### src/rtl/core/hhpd_pkg.sv
// Shared widths, constants, register indexes and unit handshake types for the
// heading-hold drive block. No dependencies; every other file imports this.
`timescale 1ns / 1ps
`default_nettype none

package hhpd_pkg;

  // Port field widths
  localparam int HEAD_W     = 13;
  localparam int MS_W       = 16;
  localparam int PWM_W      = 8;
  localparam int CORR_W     = 9;
  localparam int GAIN_W     = 16;
  localparam int CFG_IDX_W  = 3;
  localparam int CFG_DATA_W = 16;

  // Internal datapath widths
  localparam int HDIFF_W  = HEAD_W + 1;      // raw heading difference
  localparam int DE_W     = HEAD_W + 1;      // error delta
  localparam int INTEG_W  = 21;              // integral accumulator
  localparam int ISUM_W   = 30;              // integral plus e*dt before clamp
  localparam int EDT_W    = 29;              // e*dt product
  localparam int GIDT_W   = 32;              // gain_i*dt product
  localparam int GDDE_W   = 30;              // gain_d*de product
  localparam int T_W      = 26;              // gain_p*1000 and dt*1000
  localparam int MA_W     = 34;              // multiplier operand a
  localparam int MB_W     = 30;              // multiplier operand b
  localparam int PROD_W   = 56;              // kept product / accumulator
  localparam int DEN_SHIFT = 12;             // 4096000 = 1000 << 12
  localparam int DEN_W    = T_W + DEN_SHIFT;
  localparam int QUOT_W   = 10;
  localparam int REM_W    = PROD_W - 1;
  localparam int DIVS_W   = DEN_W + QUOT_W - 1;
  localparam int DCNT_W   = $clog2(QUOT_W);
  localparam int STEP_W   = 3;
  localparam int WHEEL_W  = PWM_W + 3;

  // Arithmetic constants
  localparam int WRAP_HALF   = 2880;
  localparam int WRAP_FULL   = 5760;
  localparam int INTEG_LIMIT = 800000;
  localparam int DT_DEFAULT  = 20;
  localparam int SCALE_MS    = 1000;
  localparam int SCALE_D     = 1000000;

  // Configuration register indexes
  localparam logic [CFG_IDX_W-1:0] CFG_PID_ENABLE  = 3'd0;
  localparam logic [CFG_IDX_W-1:0] CFG_GAIN_P      = 3'd1;
  localparam logic [CFG_IDX_W-1:0] CFG_GAIN_I      = 3'd2;
  localparam logic [CFG_IDX_W-1:0] CFG_GAIN_D      = 3'd3;
  localparam logic [CFG_IDX_W-1:0] CFG_CORR_LIMIT  = 3'd4;
  localparam logic [CFG_IDX_W-1:0] CFG_RAMP_STEP   = 3'd5;
  localparam logic [CFG_IDX_W-1:0] CFG_RAMP_IVL    = 3'd6;

  // Configuration reset values
  localparam logic              RST_PID_ENABLE = 1'b1;
  localparam logic [GAIN_W-1:0] RST_GAIN_P     = 16'd512;
  localparam logic [GAIN_W-1:0] RST_GAIN_I     = 16'd0;
  localparam logic [GAIN_W-1:0] RST_GAIN_D     = 16'd0;
  localparam logic [PWM_W-1:0]  RST_CORR_LIMIT = 8'd50;
  localparam logic [PWM_W-1:0]  RST_RAMP_STEP  = 8'd10;
  localparam logic [MS_W-1:0]   RST_RAMP_IVL   = 16'd20;

  // Divider request and status
  typedef struct packed {
    logic              start;
    logic [PROD_W-1:0] num;   // two's complement numerator
    logic [DEN_W-1:0]  den;   // positive denominator
  } div_req_t;

  typedef struct packed {
    logic              done;  // one-cycle pulse
    logic              neg;
    logic [QUOT_W-1:0] quot;  // saturating magnitude, any value >= 256 means clamp
  } div_stat_t;

endpackage

`default_nettype wire

### src/rtl/core/hhpd_if.sv
// Valid/ready channel interfaces for tick beats and result beats.
// Depends on hhpd_pkg for field widths.
`timescale 1ns / 1ps
`default_nettype none

interface hhpd_in_if;
  import hhpd_pkg::*;
  logic                     valid;
  logic                     ready;
  logic signed [HEAD_W-1:0] target_heading;
  logic signed [HEAD_W-1:0] current_heading;
  logic                     heading_valid;
  logic [MS_W-1:0]          elapsed_ms;
  logic [PWM_W-1:0]         target_speed;
  logic                     restart;
  logic                     force_stop;

  modport source (output valid, target_heading, current_heading, heading_valid, elapsed_ms,
                  target_speed, restart, force_stop, input ready);
  modport sink   (input valid, target_heading, current_heading, heading_valid, elapsed_ms,
                  target_speed, restart, force_stop, output ready);
endinterface

interface hhpd_out_if;
  import hhpd_pkg::*;
  logic                     valid;
  logic                     ready;
  logic [PWM_W-1:0]         left_speed;
  logic [PWM_W-1:0]         right_speed;
  logic [PWM_W-1:0]         ramped_speed;
  logic signed [CORR_W-1:0] correction;

  modport source (output valid, left_speed, right_speed, ramped_speed, correction,
                  input ready);
  modport sink   (input valid, left_speed, right_speed, ramped_speed, correction,
                  output ready);
endinterface

`default_nettype wire

### src/rtl/core/heading_hold_pid_drive_top.sv
// Heading-hold drive: speed ramp, heading PID sequencer and wheel mixing.
// Depends on hhpd_pkg, hhpd_if, hhpd_mul and hhpd_div.
//
// Usage
//   in_ch  : one control tick per beat (headings in 1/16 degree, elapsed ms,
//            target PWM speed, restart and force-stop flags).
//   out_ch : one result beat per tick: left, right and ramped PWM speed and
//            the clamped heading correction.
//   cfg_*  : plain write port, register index and data; write only while idle.
// Sequence
//   A tick that runs the PID goes from its accept edge to out_ch valid through
//   one preparation state, eight passes through the shared 34x30 multiplier,
//   one divider start and ten restoring-divide steps plus hand-off.
//   A tick with force_stop, PID disabled or heading invalid goes from the
//   preparation state straight to the done state. in_ch.ready is high only
//   while the sequencer is idle, so it takes a new tick only after the last.
// Reset
//   rst_n (synchronous, active low) loads the register defaults, zeroes speed,
//   timers, integral and last error, and drops out_ch.valid.
// Stalls
//   The result sits in an output register; a new tick is accepted while it
//   waits, and the next result waits in the sequencer until the beat leaves.
`timescale 1ns / 1ps
`default_nettype none

module heading_hold_pid_drive_top (
  input  logic                               clk,
  input  logic                               rst_n,
  input  logic                               cfg_we,
  input  logic [hhpd_pkg::CFG_IDX_W-1:0]     cfg_idx,
  input  logic [hhpd_pkg::CFG_DATA_W-1:0]    cfg_wdata,
  hhpd_in_if.sink                            in_ch,
  hhpd_out_if.source                         out_ch
);
  import hhpd_pkg::*;

  typedef enum logic [5:0] {
    ST_IDLE = 6'b000001,
    ST_PREP = 6'b000010,
    ST_MUL  = 6'b000100,
    ST_DIVS = 6'b001000,
    ST_DIVW = 6'b010000,
    ST_DONE = 6'b100000
  } state_t;

  // multiplier schedule; the T steps consume the product of the step before
  localparam logic [STEP_W-1:0] STEP_GP   = 3'd0;  // gain_p * 1000
  localparam logic [STEP_W-1:0] STEP_EDT  = 3'd1;  // e * dt
  localparam logic [STEP_W-1:0] STEP_T1   = 3'd2;  // (gain_p*1000) * (e*dt)
  localparam logic [STEP_W-1:0] STEP_GIDT = 3'd3;  // gain_i * dt
  localparam logic [STEP_W-1:0] STEP_T2   = 3'd4;  // (gain_i*dt) * integral
  localparam logic [STEP_W-1:0] STEP_GDDE = 3'd5;  // gain_d * de
  localparam logic [STEP_W-1:0] STEP_T3   = 3'd6;  // (gain_d*de) * 1e6
  localparam logic [STEP_W-1:0] STEP_DEN  = 3'd7;  // dt * 1000

  state_t state_r, state_nxt;
  logic [STEP_W-1:0] step_r;

  // configuration registers
  logic              pid_en_r;
  logic [GAIN_W-1:0] gain_p_r, gain_i_r, gain_d_r;
  logic [PWM_W-1:0]  corr_lim_r, ramp_step_r;
  logic [MS_W-1:0]   ramp_ivl_r;

  // latched tick
  logic signed [HEAD_W-1:0] tgt_r, cur_r;
  logic                     hv_r, rs_r, fs_r;
  logic [MS_W-1:0]          el_r;
  logic [PWM_W-1:0]         ts_r;

  // persistent controller state
  logic [PWM_W-1:0]          speed_r;
  logic [MS_W-1:0]           ramp_tmr_r, pid_tmr_r;
  logic signed [INTEG_W-1:0] integ_r;
  logic signed [HEAD_W-1:0]  last_err_r;

  // working registers of one PID pass
  logic signed [HEAD_W-1:0] e_r;
  logic signed [DE_W-1:0]   de_r;
  logic [MS_W-1:0]          dt_r;
  logic [T_W-1:0]           t_r;
  logic signed [PROD_W-1:0] acc_r;
  logic signed [CORR_W-1:0] corr_r;

  // output register
  logic                     out_valid_r;
  logic [PWM_W-1:0]         out_left_r, out_right_r, out_ramped_r;
  logic signed [CORR_W-1:0] out_corr_r;

  logic in_accept, out_load;

  // ---------------------------------------------------------------------
  // Preparation: timers, ramp, wrapped error
  // ---------------------------------------------------------------------
  logic [MS_W:0]             ramp_sum, pid_sum;
  logic [MS_W-1:0]           ramp_sat, pid_base, pid_sat;
  logic                      ramp_fire, pid_run;
  logic [PWM_W:0]            spd_up, spd_dn;
  logic [PWM_W-1:0]          spd_stepped;
  logic signed [HDIFF_W-1:0] diff, e_wrap;
  logic signed [HEAD_W-1:0]  e_nxt, last_base;
  logic signed [DE_W-1:0]    de_nxt;

  assign ramp_sum  = (MS_W+1)'(ramp_tmr_r) + (MS_W+1)'(el_r);
  assign ramp_sat  = ramp_sum[MS_W] ? '1 : ramp_sum[MS_W-1:0];
  assign ramp_fire = ramp_sat >= ramp_ivl_r;

  // restart clears the PID timer before this tick's time is added
  assign pid_base  = rs_r ? '0 : pid_tmr_r;
  assign pid_sum   = (MS_W+1)'(pid_base) + (MS_W+1)'(el_r);
  assign pid_sat   = pid_sum[MS_W] ? '1 : pid_sum[MS_W-1:0];
  assign pid_run   = !fs_r && pid_en_r && hv_r;

  assign spd_up = (PWM_W+1)'(speed_r) + (PWM_W+1)'(ramp_step_r);
  assign spd_dn = (PWM_W+1)'(speed_r) - (PWM_W+1)'(ramp_step_r);

  // step toward the target, never past it
  always_comb begin
    priority if (speed_r < ts_r) begin
      spd_stepped = (spd_up > (PWM_W+1)'(ts_r)) ? ts_r : spd_up[PWM_W-1:0];
    end else if (speed_r > ts_r) begin
      spd_stepped = (spd_dn[PWM_W] || spd_dn[PWM_W-1:0] < ts_r) ? ts_r
                                                               : spd_dn[PWM_W-1:0];
    end else begin
      spd_stepped = speed_r;
    end
  end

  // one wrap step is enough for any pair of 13-bit headings
  assign diff = HDIFF_W'(tgt_r) - HDIFF_W'(cur_r);
  always_comb begin
    priority if (diff > WRAP_HALF) begin
      e_wrap = diff - HDIFF_W'(WRAP_FULL);
    end else if (diff < -WRAP_HALF) begin
      e_wrap = diff + HDIFF_W'(WRAP_FULL);
    end else begin
      e_wrap = diff;
    end
  end
  assign e_nxt     = e_wrap[HEAD_W-1:0];
  assign last_base = rs_r ? '0 : last_err_r;
  assign de_nxt    = DE_W'(e_nxt) - DE_W'(last_base);

  // ---------------------------------------------------------------------
  // Shared multiplier and its operand selection
  // ---------------------------------------------------------------------
  logic signed [MA_W-1:0]   mul_a;
  logic signed [MB_W-1:0]   mul_b;
  logic signed [PROD_W-1:0] prod;

  always_comb begin
    unique case (step_r)
      STEP_GP: begin
        mul_a = MA_W'(gain_p_r);
        mul_b = MB_W'(SCALE_MS);
      end
      STEP_EDT: begin
        mul_a = MA_W'(e_r);
        mul_b = MB_W'(dt_r);
      end
      STEP_T1: begin
        mul_a = MA_W'(t_r);
        mul_b = MB_W'(signed'(prod[EDT_W-1:0]));
      end
      STEP_GIDT: begin
        mul_a = MA_W'(gain_i_r);
        mul_b = MB_W'(dt_r);
      end
      STEP_T2: begin
        mul_a = MA_W'(prod[GIDT_W-1:0]);
        mul_b = MB_W'(integ_r);
      end
      STEP_GDDE: begin
        mul_a = MA_W'(gain_d_r);
        mul_b = MB_W'(de_r);
      end
      STEP_T3: begin
        mul_a = MA_W'(signed'(prod[GDDE_W-1:0]));
        mul_b = MB_W'(SCALE_D);
      end
      STEP_DEN: begin
        mul_a = MA_W'(dt_r);
        mul_b = MB_W'(SCALE_MS);
      end
    endcase
  end

  hhpd_mul u_mul (
    .clk    (clk),
    .op_a   (mul_a),
    .op_b   (mul_b),
    .prod_r (prod)
  );

  // integral update with clamp, fed by the e*dt product
  logic signed [ISUM_W-1:0]  isum;
  logic signed [INTEG_W-1:0] integ_sat;

  assign isum = ISUM_W'(integ_r) + ISUM_W'(signed'(prod[EDT_W-1:0]));
  always_comb begin
    priority if (isum > INTEG_LIMIT) begin
      integ_sat = INTEG_W'(INTEG_LIMIT);
    end else if (isum < -INTEG_LIMIT) begin
      integ_sat = INTEG_W'(-INTEG_LIMIT);
    end else begin
      integ_sat = isum[INTEG_W-1:0];
    end
  end

  // ---------------------------------------------------------------------
  // Divider: sum of terms over 4096000 * dt
  // ---------------------------------------------------------------------
  div_req_t  div_req;
  div_stat_t div_stat;

  assign div_req.start = state_r == ST_DIVS;
  assign div_req.num   = acc_r;
  assign div_req.den   = DEN_W'(prod[T_W-1:0]) << DEN_SHIFT;

  hhpd_div u_div (
    .clk   (clk),
    .rst_n (rst_n),
    .req   (div_req),
    .stat  (div_stat)
  );

  // clamp the quotient to the correction limit, then apply the sign
  logic               q_sat;
  logic [PWM_W-1:0]   q_mag;
  logic [CORR_W-1:0]  q_mag9;
  logic [CORR_W-1:0]  corr_nxt;

  assign q_sat    = div_stat.quot > QUOT_W'(corr_lim_r);
  assign q_mag    = q_sat ? corr_lim_r : div_stat.quot[PWM_W-1:0];
  assign q_mag9   = CORR_W'(q_mag);
  assign corr_nxt = div_stat.neg ? (~q_mag9 + 1'b1) : q_mag9;

  // ---------------------------------------------------------------------
  // Wheel mixing: left loses the correction, right gains it
  // ---------------------------------------------------------------------
  logic [WHEEL_W-1:0] wl, wr;
  logic [PWM_W-1:0]   left_nxt, right_nxt;

  assign wl = WHEEL_W'(speed_r) - WHEEL_W'(corr_r);
  assign wr = WHEEL_W'(speed_r) + WHEEL_W'(corr_r);

  always_comb begin
    priority if (wl[WHEEL_W-1]) begin
      left_nxt = '0;
    end else if (|wl[WHEEL_W-2:PWM_W]) begin
      left_nxt = '1;
    end else begin
      left_nxt = wl[PWM_W-1:0];
    end
    priority if (wr[WHEEL_W-1]) begin
      right_nxt = '0;
    end else if (|wr[WHEEL_W-2:PWM_W]) begin
      right_nxt = '1;
    end else begin
      right_nxt = wr[PWM_W-1:0];
    end
  end

  // ---------------------------------------------------------------------
  // Sequencer
  // ---------------------------------------------------------------------
  assign in_ch.ready = state_r == ST_IDLE;
  assign in_accept   = in_ch.valid && in_ch.ready;
  assign out_load    = (state_r == ST_DONE) && (!out_valid_r || out_ch.ready);

  always_comb begin
    state_nxt = state_r;
    unique case (state_r)
      ST_IDLE: if (in_accept) state_nxt = ST_PREP;
      ST_PREP: state_nxt = pid_run ? ST_MUL : ST_DONE;
      ST_MUL:  if (step_r == STEP_DEN) state_nxt = ST_DIVS;
      ST_DIVS: state_nxt = ST_DIVW;
      ST_DIVW: if (div_stat.done) state_nxt = ST_DONE;
      ST_DONE: if (out_load) state_nxt = ST_IDLE;
      default: state_nxt = ST_IDLE;
    endcase
  end

  always_ff @(posedge clk) begin
    if (!rst_n) begin
      state_r <= ST_IDLE;
      step_r  <= STEP_GP;
    end else begin
      state_r <= state_nxt;
      if (state_r == ST_MUL) begin
        step_r <= step_r + 1'b1;
      end else begin
        step_r <= STEP_GP;
      end
    end
  end

  // configuration writes
  always_ff @(posedge clk) begin
    if (!rst_n) begin
      pid_en_r    <= RST_PID_ENABLE;
      gain_p_r    <= RST_GAIN_P;
      gain_i_r    <= RST_GAIN_I;
      gain_d_r    <= RST_GAIN_D;
      corr_lim_r  <= RST_CORR_LIMIT;
      ramp_step_r <= RST_RAMP_STEP;
      ramp_ivl_r  <= RST_RAMP_IVL;
    end else if (cfg_we) begin
      unique case (cfg_idx)
        CFG_PID_ENABLE: pid_en_r    <= cfg_wdata[0];
        CFG_GAIN_P:     gain_p_r    <= cfg_wdata[GAIN_W-1:0];
        CFG_GAIN_I:     gain_i_r    <= cfg_wdata[GAIN_W-1:0];
        CFG_GAIN_D:     gain_d_r    <= cfg_wdata[GAIN_W-1:0];
        CFG_CORR_LIMIT: corr_lim_r  <= cfg_wdata[PWM_W-1:0];
        CFG_RAMP_STEP:  ramp_step_r <= cfg_wdata[PWM_W-1:0];
        CFG_RAMP_IVL:   ramp_ivl_r  <= cfg_wdata[MS_W-1:0];
        default: ;
      endcase
    end
  end

  // latch the tick beat
  always_ff @(posedge clk) begin
    if (in_accept) begin
      tgt_r <= in_ch.target_heading;
      cur_r <= in_ch.current_heading;
      hv_r  <= in_ch.heading_valid;
      el_r  <= in_ch.elapsed_ms;
      ts_r  <= in_ch.target_speed;
      rs_r  <= in_ch.restart;
      fs_r  <= in_ch.force_stop;
    end
  end

  // controller state
  always_ff @(posedge clk) begin
    if (!rst_n) begin
      speed_r    <= '0;
      ramp_tmr_r <= '0;
      pid_tmr_r  <= '0;
      integ_r    <= '0;
      last_err_r <= '0;
    end else if (state_r == ST_PREP) begin
      // force stop drops the speed and holds the ramp; timers still run
      if (fs_r) begin
        speed_r    <= '0;
        ramp_tmr_r <= ramp_sat;
      end else if (ramp_fire) begin
        speed_r    <= spd_stepped;
        ramp_tmr_r <= '0;
      end else begin
        ramp_tmr_r <= ramp_sat;
      end
      pid_tmr_r  <= pid_run ? '0 : pid_sat;
      if (rs_r) begin
        integ_r <= '0;
      end
      last_err_r <= pid_run ? e_nxt : last_base;
    end else if (state_r == ST_MUL && step_r == STEP_T1) begin
      integ_r <= integ_sat;
    end
  end

  // working registers
  always_ff @(posedge clk) begin
    unique case (state_r)
      ST_PREP: begin
        e_r    <= e_nxt;
        de_r   <= de_nxt;
        dt_r   <= (pid_sat == '0) ? MS_W'(DT_DEFAULT) : pid_sat;
        corr_r <= '0;
      end
      ST_MUL: begin
        unique case (step_r)
          STEP_EDT:  t_r   <= prod[T_W-1:0];
          STEP_GIDT: acc_r <= prod;
          STEP_GDDE: acc_r <= acc_r + prod;
          STEP_DEN:  acc_r <= acc_r + prod;
          default: ;
        endcase
      end
      ST_DIVW: begin
        if (div_stat.done) begin
          corr_r <= corr_nxt;
        end
      end
      default: ;
    endcase
  end

  // output register: load a finished result, drop it once taken
  always_ff @(posedge clk) begin
    if (!rst_n) begin
      out_valid_r <= 1'b0;
    end else if (out_load) begin
      out_valid_r <= 1'b1;
    end else if (out_ch.ready) begin
      out_valid_r <= 1'b0;
    end
  end

  always_ff @(posedge clk) begin
    if (out_load) begin
      out_left_r   <= left_nxt;
      out_right_r  <= right_nxt;
      out_ramped_r <= speed_r;
      out_corr_r   <= corr_r;
    end
  end

  assign out_ch.valid        = out_valid_r;
  assign out_ch.left_speed   = out_left_r;
  assign out_ch.right_speed  = out_right_r;
  assign out_ch.ramped_speed = out_ramped_r;
  assign out_ch.correction   = out_corr_r;

endmodule

`default_nettype wire

### src/rtl/core/hhpd_mul.sv
// Shared signed multiplier with a registered product.
// Depends on hhpd_pkg for operand and product widths.
`timescale 1ns / 1ps
`default_nettype none

module hhpd_mul (
  input  logic                             clk,
  input  logic signed [hhpd_pkg::MA_W-1:0] op_a,
  input  logic signed [hhpd_pkg::MB_W-1:0] op_b,
  output logic signed [hhpd_pkg::PROD_W-1:0] prod_r
);
  import hhpd_pkg::*;

  logic signed [MA_W+MB_W-1:0] full;

  assign full = op_a * op_b;

  // every product the sequencer asks for fits the kept width
  always_ff @(posedge clk) begin
    prod_r <= full[PROD_W-1:0];
  end

endmodule

`default_nettype wire

### src/rtl/core/hhpd_div.sv
// Restoring divider, one quotient bit per cycle, saturating quotient.
// Depends on hhpd_pkg for widths and the div_req_t / div_stat_t types.
`timescale 1ns / 1ps
`default_nettype none

module hhpd_div (
  input  logic                clk,
  input  logic                rst_n,
  input  hhpd_pkg::div_req_t  req,
  output hhpd_pkg::div_stat_t stat
);
  import hhpd_pkg::*;

  logic [REM_W-1:0]  rem_r;
  logic [DIVS_W-1:0] ds_r;
  logic [QUOT_W-1:0] quot_r;
  logic [DCNT_W-1:0] cnt_r;
  logic              busy_r;
  logic              done_r;
  logic              neg_r;

  logic [PROD_W-1:0] num_mag;
  logic [REM_W-1:0]  ds_ext;
  logic              fits;

  assign num_mag = req.num[PROD_W-1] ? (~req.num + 1'b1) : req.num;
  assign ds_ext  = REM_W'(ds_r);
  assign fits    = rem_r >= ds_ext;

  always_ff @(posedge clk) begin
    if (!rst_n) begin
      busy_r <= 1'b0;
      done_r <= 1'b0;
    end else begin
      done_r <= 1'b0;
      if (req.start) begin
        busy_r <= 1'b1;
      end else if (busy_r && cnt_r == '0) begin
        busy_r <= 1'b0;
        done_r <= 1'b1;
      end
    end
  end

  always_ff @(posedge clk) begin
    if (req.start) begin
      rem_r  <= num_mag[REM_W-1:0];
      ds_r   <= {req.den, (QUOT_W-1)'(0)};
      quot_r <= '0;
      cnt_r  <= DCNT_W'(QUOT_W - 1);
      neg_r  <= req.num[PROD_W-1];
    end else if (busy_r) begin
      if (fits) begin
        rem_r <= rem_r - ds_ext;
      end
      quot_r <= {quot_r[QUOT_W-2:0], fits};
      ds_r   <= ds_r >> 1;
      cnt_r  <= cnt_r - 1'b1;
    end
  end

  assign stat.done = done_r;
  assign stat.neg  = neg_r;
  assign stat.quot = quot_r;

endmodule

`default_nettype wire

### src/flat_wrapper.sv
// flat-port wrapper written by rule: the top's interface ports become plain ports
module heading_hold_pid_drive_top_flat import hhpd_pkg::*;
  (clk, rst_n, cfg_we, cfg_idx, cfg_wdata, in_ch_valid, in_ch_target_heading, in_ch_current_heading, in_ch_heading_valid, in_ch_elapsed_ms, in_ch_target_speed, in_ch_restart, in_ch_force_stop, in_ch_ready, out_ch_valid, out_ch_left_speed, out_ch_right_speed, out_ch_ramped_speed, out_ch_correction, out_ch_ready);
  hhpd_in_if in_ch_i ();
  hhpd_out_if out_ch_i ();
  input  logic clk;
  input  logic rst_n;
  input  logic cfg_we;
  input  logic [hhpd_pkg::CFG_IDX_W-1:0] cfg_idx;
  input  logic [hhpd_pkg::CFG_DATA_W-1:0] cfg_wdata;
  input wire logic [$bits(in_ch_i.valid)-1:0] in_ch_valid;
  input wire logic [$bits(in_ch_i.target_heading)-1:0] in_ch_target_heading;
  input wire logic [$bits(in_ch_i.current_heading)-1:0] in_ch_current_heading;
  input wire logic [$bits(in_ch_i.heading_valid)-1:0] in_ch_heading_valid;
  input wire logic [$bits(in_ch_i.elapsed_ms)-1:0] in_ch_elapsed_ms;
  input wire logic [$bits(in_ch_i.target_speed)-1:0] in_ch_target_speed;
  input wire logic [$bits(in_ch_i.restart)-1:0] in_ch_restart;
  input wire logic [$bits(in_ch_i.force_stop)-1:0] in_ch_force_stop;
  output wire logic [$bits(in_ch_i.ready)-1:0] in_ch_ready;
  output wire logic [$bits(out_ch_i.valid)-1:0] out_ch_valid;
  output wire logic [$bits(out_ch_i.left_speed)-1:0] out_ch_left_speed;
  output wire logic [$bits(out_ch_i.right_speed)-1:0] out_ch_right_speed;
  output wire logic [$bits(out_ch_i.ramped_speed)-1:0] out_ch_ramped_speed;
  output wire logic [$bits(out_ch_i.correction)-1:0] out_ch_correction;
  input wire logic [$bits(out_ch_i.ready)-1:0] out_ch_ready;
  assign in_ch_i.valid = in_ch_valid;
  assign in_ch_i.target_heading = in_ch_target_heading;
  assign in_ch_i.current_heading = in_ch_current_heading;
  assign in_ch_i.heading_valid = in_ch_heading_valid;
  assign in_ch_i.elapsed_ms = in_ch_elapsed_ms;
  assign in_ch_i.target_speed = in_ch_target_speed;
  assign in_ch_i.restart = in_ch_restart;
  assign in_ch_i.force_stop = in_ch_force_stop;
  assign in_ch_ready = in_ch_i.ready;
  assign out_ch_valid = out_ch_i.valid;
  assign out_ch_left_speed = out_ch_i.left_speed;
  assign out_ch_right_speed = out_ch_i.right_speed;
  assign out_ch_ramped_speed = out_ch_i.ramped_speed;
  assign out_ch_correction = out_ch_i.correction;
  assign out_ch_i.ready = out_ch_ready;
  heading_hold_pid_drive_top u_core (.clk(clk), .rst_n(rst_n), .cfg_we(cfg_we), .cfg_idx(cfg_idx), .cfg_wdata(cfg_wdata), .in_ch(in_ch_i), .out_ch(out_ch_i));
endmodule
### config.mk
export PLATFORM = sky130hd
export DESIGN_NAME = heading_hold_pid_drive_top_flat
export DESIGN_NICKNAME = d
export VERILOG_FILES = /design/src/rtl/core/hhpd_pkg.sv /design/src/rtl/core/hhpd_if.sv /design/src/rtl/core/heading_hold_pid_drive_top.sv /design/src/rtl/core/hhpd_mul.sv /design/src/rtl/core/hhpd_div.sv /design/src/flat_wrapper.sv
export SDC_FILE = /design/constraint.sdc
export NUM_CORES = 2
export LEC_CHECK = 0
export ABC_AREA = 1
export BUFFER_PORTS_ARGS = -buffer_cell sky130_fd_sc_hd__buf_4
export CORE_ASPECT_RATIO = 2
export CORE_MARGIN = 2
export CORE_UTILIZATION = 39
export CTS_CLUSTER_DIAMETER = 30
export DETAILED_ROUTE_END_ITERATION = 8
export HOLD_SLACK_MARGIN = 0.1
export SYNTH_ARGS = -nofsm -noshare
export SYNTH_HDL_FRONTEND = slang
export SYNTH_SLANG_ARGS = --single-unit
### constraint.sdc
create_clock -name clk -period 12 [get_ports clk]
set_clock_uncertainty 0.2 [all_clocks]
set_input_delay 2.4 -clock clk [delete_from_list [all_inputs] [get_ports clk]]
set_output_delay 2.4 -clock clk [all_outputs]
set_load 0.01 [all_outputs]
==> results by group <==
Clocking
  – Cts bufs inserted: 95
  – Longest Clk Path Bufs: 3
  – Clock Tree Root: clkbuf_16
  – CTS tree: done
  – CTS H-tree lvls: 3
  – Clock slew at reported path FFs: 0.06 ns
  – Num Clock Sinks: 560
  – Worst-Skew Late Latency: 0.70 ns

Power
  – Int Pwr: 4.350 mW
  – Sw Ratio: 0.3627
  – Total power: 6.826 mW
  – Leak: 37.51 nW
  – NetSw: 2.476 mW
  – Pwr per Cell Area: 87.52 nW/µm²
  – VDD IR-drop max: 114.1 µV
  – Clock group share of total power: 0.419
  – Gate power share: 0.257
  – Sequential group share of total power: 0.324

Placed design
  – Detailed Place HPWL: 252,400 µm
  – PortBufs: 111
  – Placed insts: 11,400
  – Area after DPL: 74,590 µm²
  – GP Congestion: 1.043

Worst setup path
  – CP startpoint: u_core.step_r[2]$_SDFF_PN0_
  – Crit. End Element: flop
  – CP required: 12.42 ns
  – Crit path max fanout: 40
  – R2r setup slk: 0.43 ns
  – Worst EP arrival: 11.99 ns
  – Startpoint type of the worst setup path: flop
  – Worst path top cell family by delay: adder cells
  – RR Startpoint: u_core.step_r[2]$_SDFF_PN0_
  – Setup CP Type: reg -> reg
  – Most common cell on crit path: fa_1
  – FF-to-FF End: u_core.u_mul.prod_r[50]$_DFF_P_
  – CP max stage delay: 0.64 ns
  – Reg2reg path depth: 37
  – CP Buf/Inv Count: 11
  – Critical path depth: 37
  – Setup crit end: u_core.u_mul.prod_r[50]$_DFF_P_
  – Crit path max-delay cell type: dfxtp_1

Synth
  – Synth Area in Adders: 0.3551
  – Synthesis-stage register bit count: 560
  – Top post-synthesis cells by area: fa_1, edfxtp_1, inv_1
  – Post-synth top area share: 0.2747
  – Synth Net Count: 10,550
  – Compound-Gate Fraction of Synth Area: 0.1027
  – Simple-gate share of the synthesized area: 0.1959
  – Top cell type by total area after synthesis: fa_1
  – Main combinational cell family by area after synthesis: adder cells
  – Synth cell types: 73
  – Yosys Warn Count: 0
  – Post-synth EDFFs: 302
  – FFs w/ async S/R, synth: 0
  – Syn avg cell area: 7.791 µm²
  – Register area share after synthesis: 0.2018
  – Dominant synthesized flop cell: edfxtp_1
  – Post-Synthesis Cells: 9,054
  – Synth Area in XOR/XNOR: 0.02544
  – Mux cell area share after synthesis: 0.0003015
  – Cell area after synthesis: 70,540 µm²

Timing
  – Final period utilization: 0.9638
  – Period minus WS final: 11.57 ns
  – Final Hold Fails: 0
  – RSZ-0062 raised after global routing: no
  – Fmax: 86.46 MHz
  – Hold_ws: 0.2611 ns
  – Setup TNS: 0 ns
  – Worst-margin pin slew: 1.514 ns
  – Final setup vio count: 0
  – Slew Limit Fails: 20
  – Worst slew margin: -0.01073

Floorplan
  – Die width: 304.7 µm
  – Core area: 179,700 µm²
  – Die H: 605.4 µm
  – Initial core utilization: 0.3924
  – Top-Level Pins: 112
  – Rows: 220
  – DIE AREA: 184,500 µm²

Global route
  – Initial antenna violation count: 10
  – Vias in the first global route: 68,470
  – First-pass GRT wire length: 441,500 µm
  – GRT Overall Usage: 0.3322
  – Largest net degree at the start of global routing: 89
  – GRT overflow: 0

Cells and area
  – Combined area of the multi-input logic cells: 48,040 µm²
  – Layout cells sized above 1: 0.06454
  – Post-route cell area: 77,990 µm²
  – Storage cell area: 14,230 µm²
  – Final net count: 10,670
  – Synth-to-Final Area Change: 10.56%
  – Commonest non-fill, non-tap cell in the layout: inv_1
  – Layout fillers: 18,310
  – Most frequent cells in the layout: inv_1, nand2_1, nor2_1
  – Non-Filler Instances: 11,590

Route
  – Drt drc: 0
  – Met2 Wirelength: 160,400 µm
  – Total routed wirelength: 304,900 µm
  – Routed Antenna Nets: 0
  – 1st-pass router iterations: 6
  – Max layer used: met5
  – Wl on met1: 84,660 µm
  – DR iter-0 viols: 3,808
  – Via/cell ratio: 5.408
  – Met3 Wirelength: 15,040 µm
  – Vias: 62,670
  – Wirelength per Cell: 26.31 µm

Job
  – Reported max-cap violation count: 1

Outcome
  – Run status: finished with violations
  – Failing checks: max-capacitance violations, max-slew violations

Hold path
  – Worst hold path type: reg -> reg
==> worst register-to-register path: cells and delay by family, from the launching register on <==
| family | cells | cell delay (ns) |
|---|---|---|
| xor+xnor | 1 | 0.17 |
| simple gates | 7 | 1.88 |
| flops | 1 | 0.64 |
| buf+inv | 11 | 1.65 |
| compound gates | 8 | 1.95 |
| fa+ha+maj | 10 | 5.02 |
==> stage by stage <==
stage | worst slack [ns] | utilization
3_3_place_gp | 0.4742 | 0.4150
5_1_grt | 0.1042 | 0.4338
3_5_place_dp | 0.4653 | 0.4150
2_1_floorplan | 3.491 | -
6_report | 0.4340 | 0.4339
4_1_cts | 0.4369 | 0.4336
==> synthesized netlist by cell type (139+ instances only) <==
library cell / number
nand2_1: 1861
xor2_1: 139
clkbuf_1: 195
fa_1: 968
ha_1: 453
inv_1: 1901
o21ai_0: 441
a21oi_1: 471
nor2_1: 978
dfxtp_1: 258
edfxtp_1: 302
nand3_1: 277
==> flip-flops by register name, indices dropped and copies added, names as in the netlist, 21 cells and up <==
name	count
u_core.u_div.ds_r	47
u_core.u_mul.prod_r	56
u_core.integ_r	21
u_core.acc_r	56
u_core.t_r	26
u_core.u_div.rem_r	55
==> worst min path at each step <==
| stage | startpoint | endpoint | slack, ns | cells after the start |
|---|---|---|---|---|
| final | u_core.gain_i_r[13]$_SDFFE_PN0P_ | u_core.gain_i_r[13]$_SDFFE_PN0P_ | 0.26 | 2 |
| after global routing | u_core.gain_i_r[13]$_SDFFE_PN0P_ | u_core.gain_i_r[13]$_SDFFE_PN0P_ | 0.27 | 2 |
| after CTS | u_core.gain_i_r[13]$_SDFFE_PN0P_ | u_core.gain_i_r[13]$_SDFFE_PN0P_ | 0.26 | 2 |
| after detailed placement | u_core.gain_i_r[13]$_SDFFE_PN0P_ | u_core.gain_i_r[13]$_SDFFE_PN0P_ | 0.25 | 2 |
| after global placement | u_core.gain_i_r[4]$_SDFFE_PN0P_ | u_core.gain_i_r[4]$_SDFFE_PN0P_ | 0.24 | 2 |
| after floorplan | u_core.gain_p_r[5]$_SDFFE_PN0P_ | u_core.gain_p_r[5]$_SDFFE_PN0P_ | 0.23 | 2 |
==> power groups by stage <==
stage	Combinational [mW]	Clock [mW]	Sequential, mW
2_1_floorplan	1.08	0	2.22
3_3_place_gp	1.71	0	2.25
3_5_place_dp	1.72	0	2.25
4_1_cts	1.73	2.91	2.21
5_1_grt	1.92	2.97	2.22
6_report	1.75	2.86	2.21
==> kinds of logic after synthesis <==
family,count (synthesis)
mux,2
simple gates,3395
flops,560
compound gates,1267
buf+inv,2205
fa+ha+maj,1421
xor+xnor,204
==> layer usage <==
metal / up-vias / track usage
li1: 28330 / -
met1: 30420 / 0.2639
met2: 2518 / 0.6293
met3: 1400 / 0.05527
met4: 5 / 0.3915
met5: - / 0
==> timing repair <==
item	4_1_cts	5_1_grt
setup endpoints to repair	0	4
setup buffers	0	1
hold buffers	0	0
gates resized for setup	0	4
==> area by class of cell <==
cell class,instances,area share
Multi-Input combinational cell,6289,0.6160
Sequential cell,560,0.1825
Inverter,1936,0.09326
Tap cell,2331,0.03740
Clock buffer,106,0.03276
Timing Repair Buffer,284,0.02750
Clock inverter,74,0.01024
Antenna cell,8,0.0002567
Timing Repair inverter,1,0.00006417
No activity file was read; power rests on OpenSTA's default activity.
